### config.mk
export PLATFORM = sky130hd
export DESIGN_NAME = dispenser_channel_jam_empty_monitor_core
export DESIGN_NICKNAME = d
export VERILOG_FILES = /design/src/rtl/core/djem_pkg.sv /design/src/rtl/core/dispenser_channel_jam_empty_monitor_core.sv /design/src/rtl/core/djem_chan.sv
export SDC_FILE = /design/constraint.sdc
export NUM_CORES = 1
export LEC_CHECK = 0
export BUFFER_PORTS_ARGS = -buffer_cell sky130_fd_sc_hd__clkbuf_2
export CORE_MARGIN = 2
export CORE_UTILIZATION = 25
export DETAILED_ROUTE_END_ITERATION = 10
export GPL_TIMING_DRIVEN = 0
export PLACE_DENSITY = 0.39
export SLEW_MARGIN = 10
export SYNTH_ARGS = -nofsm -noshare
export SYNTH_HDL_FRONTEND = slang
export SYNTH_SLANG_ARGS = --single-unit
### constraint.sdc
create_clock -name clk -period 4.8 [get_ports clk]
set_input_delay 0.24 -clock clk [delete_from_list [all_inputs] [get_ports clk]]
set_output_delay 0.24 -clock clk [all_outputs]
set_load 0.05 [all_outputs]
### src/rtl/core/djem_pkg.sv
// ----------------------------------------------------------------------------
// djem_pkg
// Shared types and constants for the dispenser channel jam/empty monitor.
// ----------------------------------------------------------------------------
package djem_pkg;

    localparam int CH_NUM   = 5;
    localparam int CNT_W    = 16;
    localparam int DEB_W    = 10;
    localparam int CFG_IDX_W = 2;
    localparam int CFG_DAT_W = 16;

    localparam logic [DEB_W-1:0] DEBOUNCE_RST = DEB_W'(3);
    localparam logic [CNT_W-1:0] JAM_RST      = CNT_W'(400);
    localparam logic [CNT_W-1:0] EMPTY_RST    = CNT_W'(12000);

    typedef enum logic [2:0] {
        REQ_TICK  = 3'd0,
        REQ_RUN   = 3'd1,
        REQ_AUTO  = 3'd2,
        REQ_STOP  = 3'd3,
        REQ_STOCK = 3'd4
    } req_t;

    typedef enum logic [CFG_IDX_W-1:0] {
        CFG_DEBOUNCE = 2'd0,
        CFG_JAM      = 2'd1,
        CFG_EMPTY    = 2'd2
    } cfg_idx_t;

    // per-channel status flags
    typedef struct packed {
        logic run;
        logic passed;
        logic jam;
        logic empty;
        logic stock;
    } ch_bits_t;

    // limits shared by all channels
    typedef struct packed {
        logic [DEB_W-1:0] debounce_ticks;
        logic [CNT_W-1:0] jam_ticks;
        logic [CNT_W-1:0] empty_ticks;
    } limits_t;

endpackage

### src/rtl/core/dispenser_channel_jam_empty_monitor_core.sv
// ----------------------------------------------------------------------------
// dispenser_channel_jam_empty_monitor_core
// Five-channel dispenser exit monitor with jam and empty detection.
// ----------------------------------------------------------------------------
// Pipeline: the input transfer is captured in the input register, then one pass
//   of channel logic goes into the result register, which holds the result.
// Throughput: one item per cycle unless the output stalls; all channels in parallel.
// Reset: asynchronous, active low; flags clear, stock mask all ones, limits
//   return to 3 / 400 / 12000.
module dispenser_channel_jam_empty_monitor_core (
    input  logic                          clk,
    input  logic                          rst_n,
    // config write channel
    input  logic                          cfg_valid,
    output logic                          cfg_ready,
    input  logic [djem_pkg::CFG_IDX_W-1:0] cfg_index,
    input  logic [djem_pkg::CFG_DAT_W-1:0] cfg_data,
    // input stream
    input  logic                          s_axis_tvalid,
    output logic                          s_axis_tready,
    input  logic [15:0]                   s_axis_tdata,  // sense_bits[4:0], select_gate[5],
                                                         // channel[8:6], stock_load[13:9]
    input  logic [2:0]                    s_axis_tuser,  // req_type
    // result stream
    output logic                          m_axis_tvalid,
    input  logic                          m_axis_tready,
    output logic [31:0]                   m_axis_tdata   // run_mask[4:0], passed_mask[9:5],
                                                         // jam_error_mask[14:10],
                                                         // empty_error_mask[19:15],
                                                         // stock_mask[24:20], led_mask[29:25],
                                                         // auto_none[30]
);
    import djem_pkg::*;

    limits_t limits_reg;

    logic              in_valid_reg;
    req_t              req_reg;
    logic [CH_NUM-1:0] sense_reg;
    logic              gate_reg;
    logic [2:0]        chan_reg;
    logic [CH_NUM-1:0] load_reg;

    logic [CH_NUM-1:0] run_reg, run_next;
    logic [CH_NUM-1:0] passed_reg, passed_next;
    logic [CH_NUM-1:0] jam_reg, jam_next;
    logic [CH_NUM-1:0] empty_reg, empty_next;
    logic [CH_NUM-1:0] stock_reg, stock_next;
    logic [CH_NUM-1:0] lamp_reg, lamp_next;
    logic              none_next;

    logic              out_valid_reg;
    logic [31:0]       out_data_reg;

    logic              advance;
    logic              tick_en;
    logic [CH_NUM-1:0] tick_run, tick_passed, tick_jam, tick_empty, tick_stock;
    logic [CH_NUM-1:0] lowest_stock;

    assign cfg_ready     = 1'b1;
    assign advance       = in_valid_reg && (!out_valid_reg || m_axis_tready);
    assign s_axis_tready = !in_valid_reg || advance;
    assign m_axis_tvalid = out_valid_reg;
    assign m_axis_tdata  = out_data_reg;
    assign tick_en       = advance && (req_reg == REQ_TICK) && !gate_reg;

    // config registers
    always_ff @(posedge clk or negedge rst_n)
    begin
        if (!rst_n)
        begin
            limits_reg.debounce_ticks <= DEBOUNCE_RST;
            limits_reg.jam_ticks      <= JAM_RST;
            limits_reg.empty_ticks    <= EMPTY_RST;
        end
        else if (cfg_valid && cfg_ready)
        begin
            case (cfg_index)
                CFG_DEBOUNCE: limits_reg.debounce_ticks <= cfg_data[DEB_W-1:0];
                CFG_JAM:      limits_reg.jam_ticks      <= cfg_data[CNT_W-1:0];
                CFG_EMPTY:    limits_reg.empty_ticks    <= cfg_data[CNT_W-1:0];
                default:      ;
            endcase
        end
    end

    // input register
    always_ff @(posedge clk or negedge rst_n)
    begin
        if (!rst_n)
        begin
            in_valid_reg <= 1'b0;
        end
        else if (s_axis_tready)
        begin
            in_valid_reg <= s_axis_tvalid;
        end
    end

    always_ff @(posedge clk)
    begin
        if (s_axis_tvalid && s_axis_tready)
        begin
            req_reg   <= req_t'(s_axis_tuser);
            sense_reg <= s_axis_tdata[4:0];
            gate_reg  <= s_axis_tdata[5];
            chan_reg  <= s_axis_tdata[8:6];
            load_reg  <= s_axis_tdata[13:9];
        end
    end

    // channel tick logic
    for (genvar i = 0; i < CH_NUM; i++)
    begin : g_chan
        ch_bits_t cur_bits;
        ch_bits_t nxt_bits;

        assign cur_bits = '{run: run_reg[i], passed: passed_reg[i], jam: jam_reg[i],
                            empty: empty_reg[i], stock: stock_reg[i]};

        djem_chan u_chan (
            .clk     (clk),
            .rst_n   (rst_n),
            .tick_en (tick_en),
            .sense   (sense_reg[i]),
            .limits  (limits_reg),
            .cur     (cur_bits),
            .nxt     (nxt_bits)
        );

        assign tick_run[i]    = nxt_bits.run;
        assign tick_passed[i] = nxt_bits.passed;
        assign tick_jam[i]    = nxt_bits.jam;
        assign tick_empty[i]  = nxt_bits.empty;
        assign tick_stock[i]  = nxt_bits.stock;
    end

    // isolate lowest stocked channel
    assign lowest_stock = stock_reg & (~stock_reg + CH_NUM'(1));

    always_comb
    begin
        run_next    = run_reg;
        passed_next = passed_reg;
        jam_next    = jam_reg;
        empty_next  = empty_reg;
        stock_next  = stock_reg;
        lamp_next   = lamp_reg;
        none_next   = 1'b0;
        case (req_reg)
            REQ_TICK:
            begin
                if (!gate_reg)
                begin
                    run_next    = tick_run;
                    passed_next = tick_passed;
                    jam_next    = tick_jam;
                    empty_next  = tick_empty;
                    stock_next  = tick_stock;
                end
            end
            REQ_RUN:
            begin
                if (chan_reg < 3'(CH_NUM))
                begin
                    run_next = run_reg | (CH_NUM'(1) << chan_reg);
                end
            end
            REQ_AUTO:
            begin
                if (stock_reg == '0)
                begin
                    none_next = 1'b1;
                end
                else
                begin
                    lamp_next = lowest_stock;
                    run_next  = run_reg | lowest_stock;
                end
            end
            REQ_STOP:  run_next = '0;
            REQ_STOCK: stock_next = load_reg;
            default:   ;
        endcase
    end

    // state and result registers
    always_ff @(posedge clk or negedge rst_n)
    begin
        if (!rst_n)
        begin
            run_reg       <= '0;
            passed_reg    <= '0;
            jam_reg       <= '0;
            empty_reg     <= '0;
            stock_reg     <= '1;
            lamp_reg      <= '0;
            out_valid_reg <= 1'b0;
        end
        else
        begin
            if (advance)
            begin
                run_reg    <= run_next;
                passed_reg <= passed_next;
                jam_reg    <= jam_next;
                empty_reg  <= empty_next;
                stock_reg  <= stock_next;
                lamp_reg   <= lamp_next;
            end
            if (advance)
            begin
                out_valid_reg <= 1'b1;
            end
            else if (m_axis_tready)
            begin
                out_valid_reg <= 1'b0;
            end
        end
    end

    always_ff @(posedge clk)
    begin
        if (advance)
        begin
            out_data_reg <= {1'b0, none_next, lamp_next, stock_next, empty_next,
                             jam_next, passed_next, run_next};
        end
    end

    a_lamp_onehot: assert property (@(posedge clk) disable iff (!rst_n)
        $onehot0(lamp_reg))
        else $error("lamp mask not one-hot");

    a_empty_sticky: assert property (@(posedge clk) disable iff (!rst_n)
        1'b1 |=> ((empty_reg & $past(empty_reg)) == $past(empty_reg)))
        else $error("empty error cleared");

    a_none_no_stock: assert property (@(posedge clk) disable iff (!rst_n)
        (out_valid_reg && out_data_reg[30]) |-> (out_data_reg[24:20] == '0))
        else $error("auto_none with stocked channel");

    a_accept_fills: assert property (@(posedge clk) disable iff (!rst_n)
        (s_axis_tvalid && s_axis_tready) |=> in_valid_reg)
        else $error("accepted transfer lost");

    a_stall_holds_state: assert property (@(posedge clk) disable iff (!rst_n)
        !advance |=> ($stable(run_reg) && $stable(stock_reg) && $stable(jam_reg)))
        else $error("state changed without advance");

endmodule

### src/rtl/core/djem_chan.sv
// ----------------------------------------------------------------------------
// djem_chan
// One dispenser channel: actuated and idle-run counters plus next flag logic.
// ----------------------------------------------------------------------------
module djem_chan (
    input  logic              clk,
    input  logic              rst_n,
    input  logic              tick_en,
    input  logic              sense,
    input  djem_pkg::limits_t limits,
    input  djem_pkg::ch_bits_t cur,
    output djem_pkg::ch_bits_t nxt
);
    import djem_pkg::*;

    logic [CNT_W-1:0] act_count_reg, act_count_next;
    logic [CNT_W-1:0] idle_count_reg, idle_count_next;
    logic [CNT_W:0]   act_inc;
    logic [CNT_W:0]   idle_inc;

    assign act_inc  = {1'b0, act_count_reg} + (CNT_W+1)'(1);
    assign idle_inc = {1'b0, idle_count_reg} + (CNT_W+1)'(1);

    always_comb
    begin
        nxt             = cur;
        act_count_next  = act_count_reg;
        idle_count_next = idle_count_reg;
        if (sense)
        begin
            // released
            act_count_next = '0;
            if (cur.run)
            begin
                if (cur.passed)
                begin
                    nxt.run = 1'b0;
                end
                else if (idle_inc > {1'b0, limits.empty_ticks})
                begin
                    idle_count_next = limits.empty_ticks;
                    nxt.stock       = 1'b0;
                    nxt.run         = 1'b0;
                    nxt.empty       = 1'b1;
                end
                else
                begin
                    idle_count_next = idle_inc[CNT_W-1:0];
                end
            end
            else
            begin
                idle_count_next = '0;
            end
            nxt.passed = 1'b0;
            nxt.jam    = 1'b0;
        end
        else
        begin
            // actuated
            idle_count_next = '0;
            if (act_inc > {1'b0, limits.jam_ticks})
            begin
                act_count_next = limits.jam_ticks;
                nxt.jam        = 1'b1;
                nxt.run        = 1'b0;
            end
            else
            begin
                act_count_next = act_inc[CNT_W-1:0];
                if (act_inc > (CNT_W+1)'(limits.debounce_ticks))
                begin
                    nxt.passed = 1'b1;
                end
            end
        end
    end

    always_ff @(posedge clk or negedge rst_n)
    begin
        if (!rst_n)
        begin
            act_count_reg  <= '0;
            idle_count_reg <= '0;
        end
        else if (tick_en)
        begin
            act_count_reg  <= act_count_next;
            idle_count_reg <= idle_count_next;
        end
    end

endmodule

==> impl_metrics.env <==
export IMPL_final_common_cell="ha_1"
export IMPL_dieArea_mm2=0.0861
export IMPL_rsz0062_at_grt="no"
export IMPL_drtIter0Drc=1277
export IMPL_slew_viol_final=0
export IMPL_holdPathStages=2
export IMPL_tightest_slew_ns=1.14
export IMPL_grt_pass1_vias=19000
export IMPL_synth_edff_count=48
export IMPL_min_to="limits_reg[16]"
export IMPL_dr_total_vias=18900
export IMPL_ys_flop_type="dfrtp_1"
export IMPL_synth_top_area_cell="dfrtp_1"
export IMPL_syn2layout_area_growth_pct=17.8
export IMPL_synth_area_per_cell_um2=8.89
export IMPL_io_pin_count=77
export IMPL_cts_sinks=282
export IMPL_max_freq_ghz=0.218
export IMPL_overflow=0
export IMPL_start_util_pct=25.2
export IMPL_final_nets=2778
export IMPL_die_w_um=294
export IMPL_synthCells=2357
export IMPL_r2r_end="m_axis_tdata[9]"
export IMPL_reg2reg_depth=15
export IMPL_num_rows=106
export IMPL_power_density_mw_per_mm2=409
export IMPL_place_hpwl_um=60800
export IMPL_finalWirelength_um=82800
export IMPL_first_pass_iters=5
export IMPL_worstSetupEndpointType="flop"
export IMPL_slowest_delay_ns=0.60
export IMPL_synth_seq_area_share_pct=34.9
export IMPL_hold_path_class="in -> reg"
export IMPL_yosysWarningCount=0
export IMPL_finalHoldViolCount=0
export IMPL_async_flop_share_pct=83.0
export IMPL_die_height_um=294
export IMPL_num_antenna_cells=0
export IMPL_grt_total_usage_pct=19.0
export IMPL_ant_nets=0
export IMPL_clkLatencyLatePin_ns=0.59
export IMPL_finalSetupTns_ns=0
export IMPL_seq_area_mm2=0.00732
export IMPL_r2r_start="g_chan[4].u_chan.act_count_reg[0]"
export IMPL_io_buffers=72
export IMPL_multi_input_area_mm2=0.0129
export IMPL_avgRoutedWirePerCell_um=22.8
export IMPL_clk_path_buf_depth=3
export IMPL_numCtsBuffers=39
export IMPL_drive_above_1_share_pct=10.9
export IMPL_rrSetupSlack_ns=0.21
export IMPL_hold_start="cfg_data[0]"
export IMPL_synth_nets=2619
export IMPL_period_share_pct=95.6
export IMPL_fillers=8838
export IMPL_relSlewSlack_pct=23.6
export IMPL_antenna_found_initial=1
export IMPL_leakage_nw=10.8
export IMPL_cp_slowest_cell="or4b_1"
export IMPL_startpoint_type="flop"
export IMPL_cts_root_buffer="clkbuf_16"
export IMPL_layout_min_cycle_time_ns=4.59
export IMPL_skew_ns=0.0293
export IMPL_ys_ff_latch=282
export IMPL_final_cell_mix="220 x ha_1, 219 x nand2_1, 217 x dfrtp_1"
export IMPL_path_cells="ha_1 -> and3_1 -> nand3_1 -> nor2b_1 -> clkbuf_1 -> nand3_1 -> xnor2_1 -> ha_1 -> nand4_1 -> nor2_1 -> and2_1 -> or4b_1 -> a21oi_4 -> buf_2 -> a32o_1"
export IMPL_gp_congestion=0.881
export IMPL_worstSetupPathType="reg -> reg"
export IMPL_cts_tree="yes"
export IMPL_yosysTopAreaCellShare_pct=25.9
export IMPL_required_ns=5.19
export IMPL_coreArea_mm2=0.0833
export IMPL_grt_start_max_net_pins=90
export IMPL_cap_violations=0
export IMPL_drc=0
export IMPL_vias_per_cell=5.22
export IMPL_total_power_mw=10.1
export IMPL_syn_cell_area_mm2=0.0210
export IMPL_ir_worst_vdd_uv=242
export IMPL_cp_max_fo=10
export IMPL_outcome="finished clean"
export IMPL_setup_viol=0
export IMPL_synth_cell_types=76
export IMPL_crit_arrival_ns=4.98
export IMPL_clkTransAtPathRegs_ns=0.06
export IMPL_synthTopCellsByArea="dfrtp_1 26%, ha_1 13%, edfxtp_1 6.9%"
export IMPL_grt_pass1_wl_um=123000
export IMPL_htreeDepth=2
where the power goes:
part | internal [mW] | switching (mW) | total, mW
logic | 1.33 | 2.14 | 3.47
clock network | 1.84 | 1.26 | 3.10
registers | 2.87 | 0.667 | 3.53
metal layers:
layer  vias to the layer above  global-route usage (%)  wire length (um)
met1                      9377                    25.9             38600
li1                       8968                       -                 -
met4                         0                    6.56              2770
met3                       121                    2.23              3280
met2                       463                    31.0             38100
met5                         -                       0                 0
critical path: cells and delay by family (launching register included):
family / cells / cell delay, ns
compound gates: 2 / 0.63
xor+xnor: 1 / 0.26
fa+ha+maj: 2 / 0.62
buf+inv: 2 / 0.57
flops: 1 / 0.47
simple gates: 8 / 1.83
worst max path at each step:
stage,startpoint,endpoint,slack [ns]
final,g_chan[4].u_chan.act_count_reg[0],m_axis_tdata[9],0.21
after floorplan,g_chan[0].u_chan.idle_count_reg[0],g_chan[0].u_chan.idle_count_reg[12],0.76
after global routing,g_chan[0].u_chan.act_count_reg[0],g_chan[0].u_chan.act_count_reg[9],0.01
after global placement,rst_n,g_chan[3].u_chan.act_count_reg[13],-2.36
after detailed placement,g_chan[3].u_chan.act_count_reg[0],m_axis_tdata[3],-0.69
after CTS,g_chan[1].u_chan.act_count_reg[0],m_axis_tdata[6],0.02
area by class of cell:
cell class,count,share of cell area (%)
Buffer,95,1.71
Clock buffer,52,4.48
Clock inverter,20,0.912
Inverter,126,1.92
Multi-Input combinational cell,1853,52.2
Sequential cell,282,29.6
Tap cell,1080,5.47
Timing Repair Buffer,119,3.63
synthesized netlist by cell type, drive strengths merged (6+ instances only):
cell / count
o21ai: 178
or2: 11
inv: 126
o21a: 16
o2bb2ai: 20
nor2: 152
a21o: 25
xor2: 43
nand3b: 9
a211oi: 13
mux2i: 85
and2: 6
a32o: 6
and4: 12
nand4: 48
o311ai: 12
nor4: 11
a221o: 6
mux2: 36
o22ai: 49
nand3: 101
dfrtp: 217
buf: 26
nor3: 75
o211ai: 9
nor2b: 21
a31o: 6
a21oi: 171
nand2b: 13
dfstp: 17
or3: 16
xnor2: 97
edfxtp: 48
nor3b: 19
clkbuf: 70
nand2: 219
o31ai: 24
ha: 220
a31oi: 24
and3: 48
cells by family after synthesis:
kind of cell | Yosys count | share of synthesized area [%]
mux | 121 | 6.00
simple gates | 771 | 18.1
compound gates | 599 | 17.7
flops | 282 | 34.9
fa+ha+maj | 220 | 13.1
other cells | 2 | 0.0358
xor+xnor | 140 | 5.85
buf+inv | 222 | 4.23
repair_timing:
action	4_1_cts	5_1_grt
setup endpoints to repair	41	88
gates resized for setup	10	27
setup buffers	0	8
hold buffers	36	0
hold endpoints to repair	99	0
pin swaps	0	4
per-stage QoR:
stage	setup WS, ns	instances	hold WS, ns	utilization [%]	cell area (um^2)
3_3_place_gp	-2.36	3509	0.418	27.2	22700
3_5_place_dp	-0.693	3512	0.260	27.3	22800
4_1_cts	0.0155	3620	0.0150	29.4	24500
6_report	0.213	3627	0.0523	29.6	24700
2_1_floorplan	0.765	2357	-0.0556	-	21000
5_1_grt	0.0119	3627	0.0523	29.6	24700
Note: power is estimated with default switching activity, not from simulation.
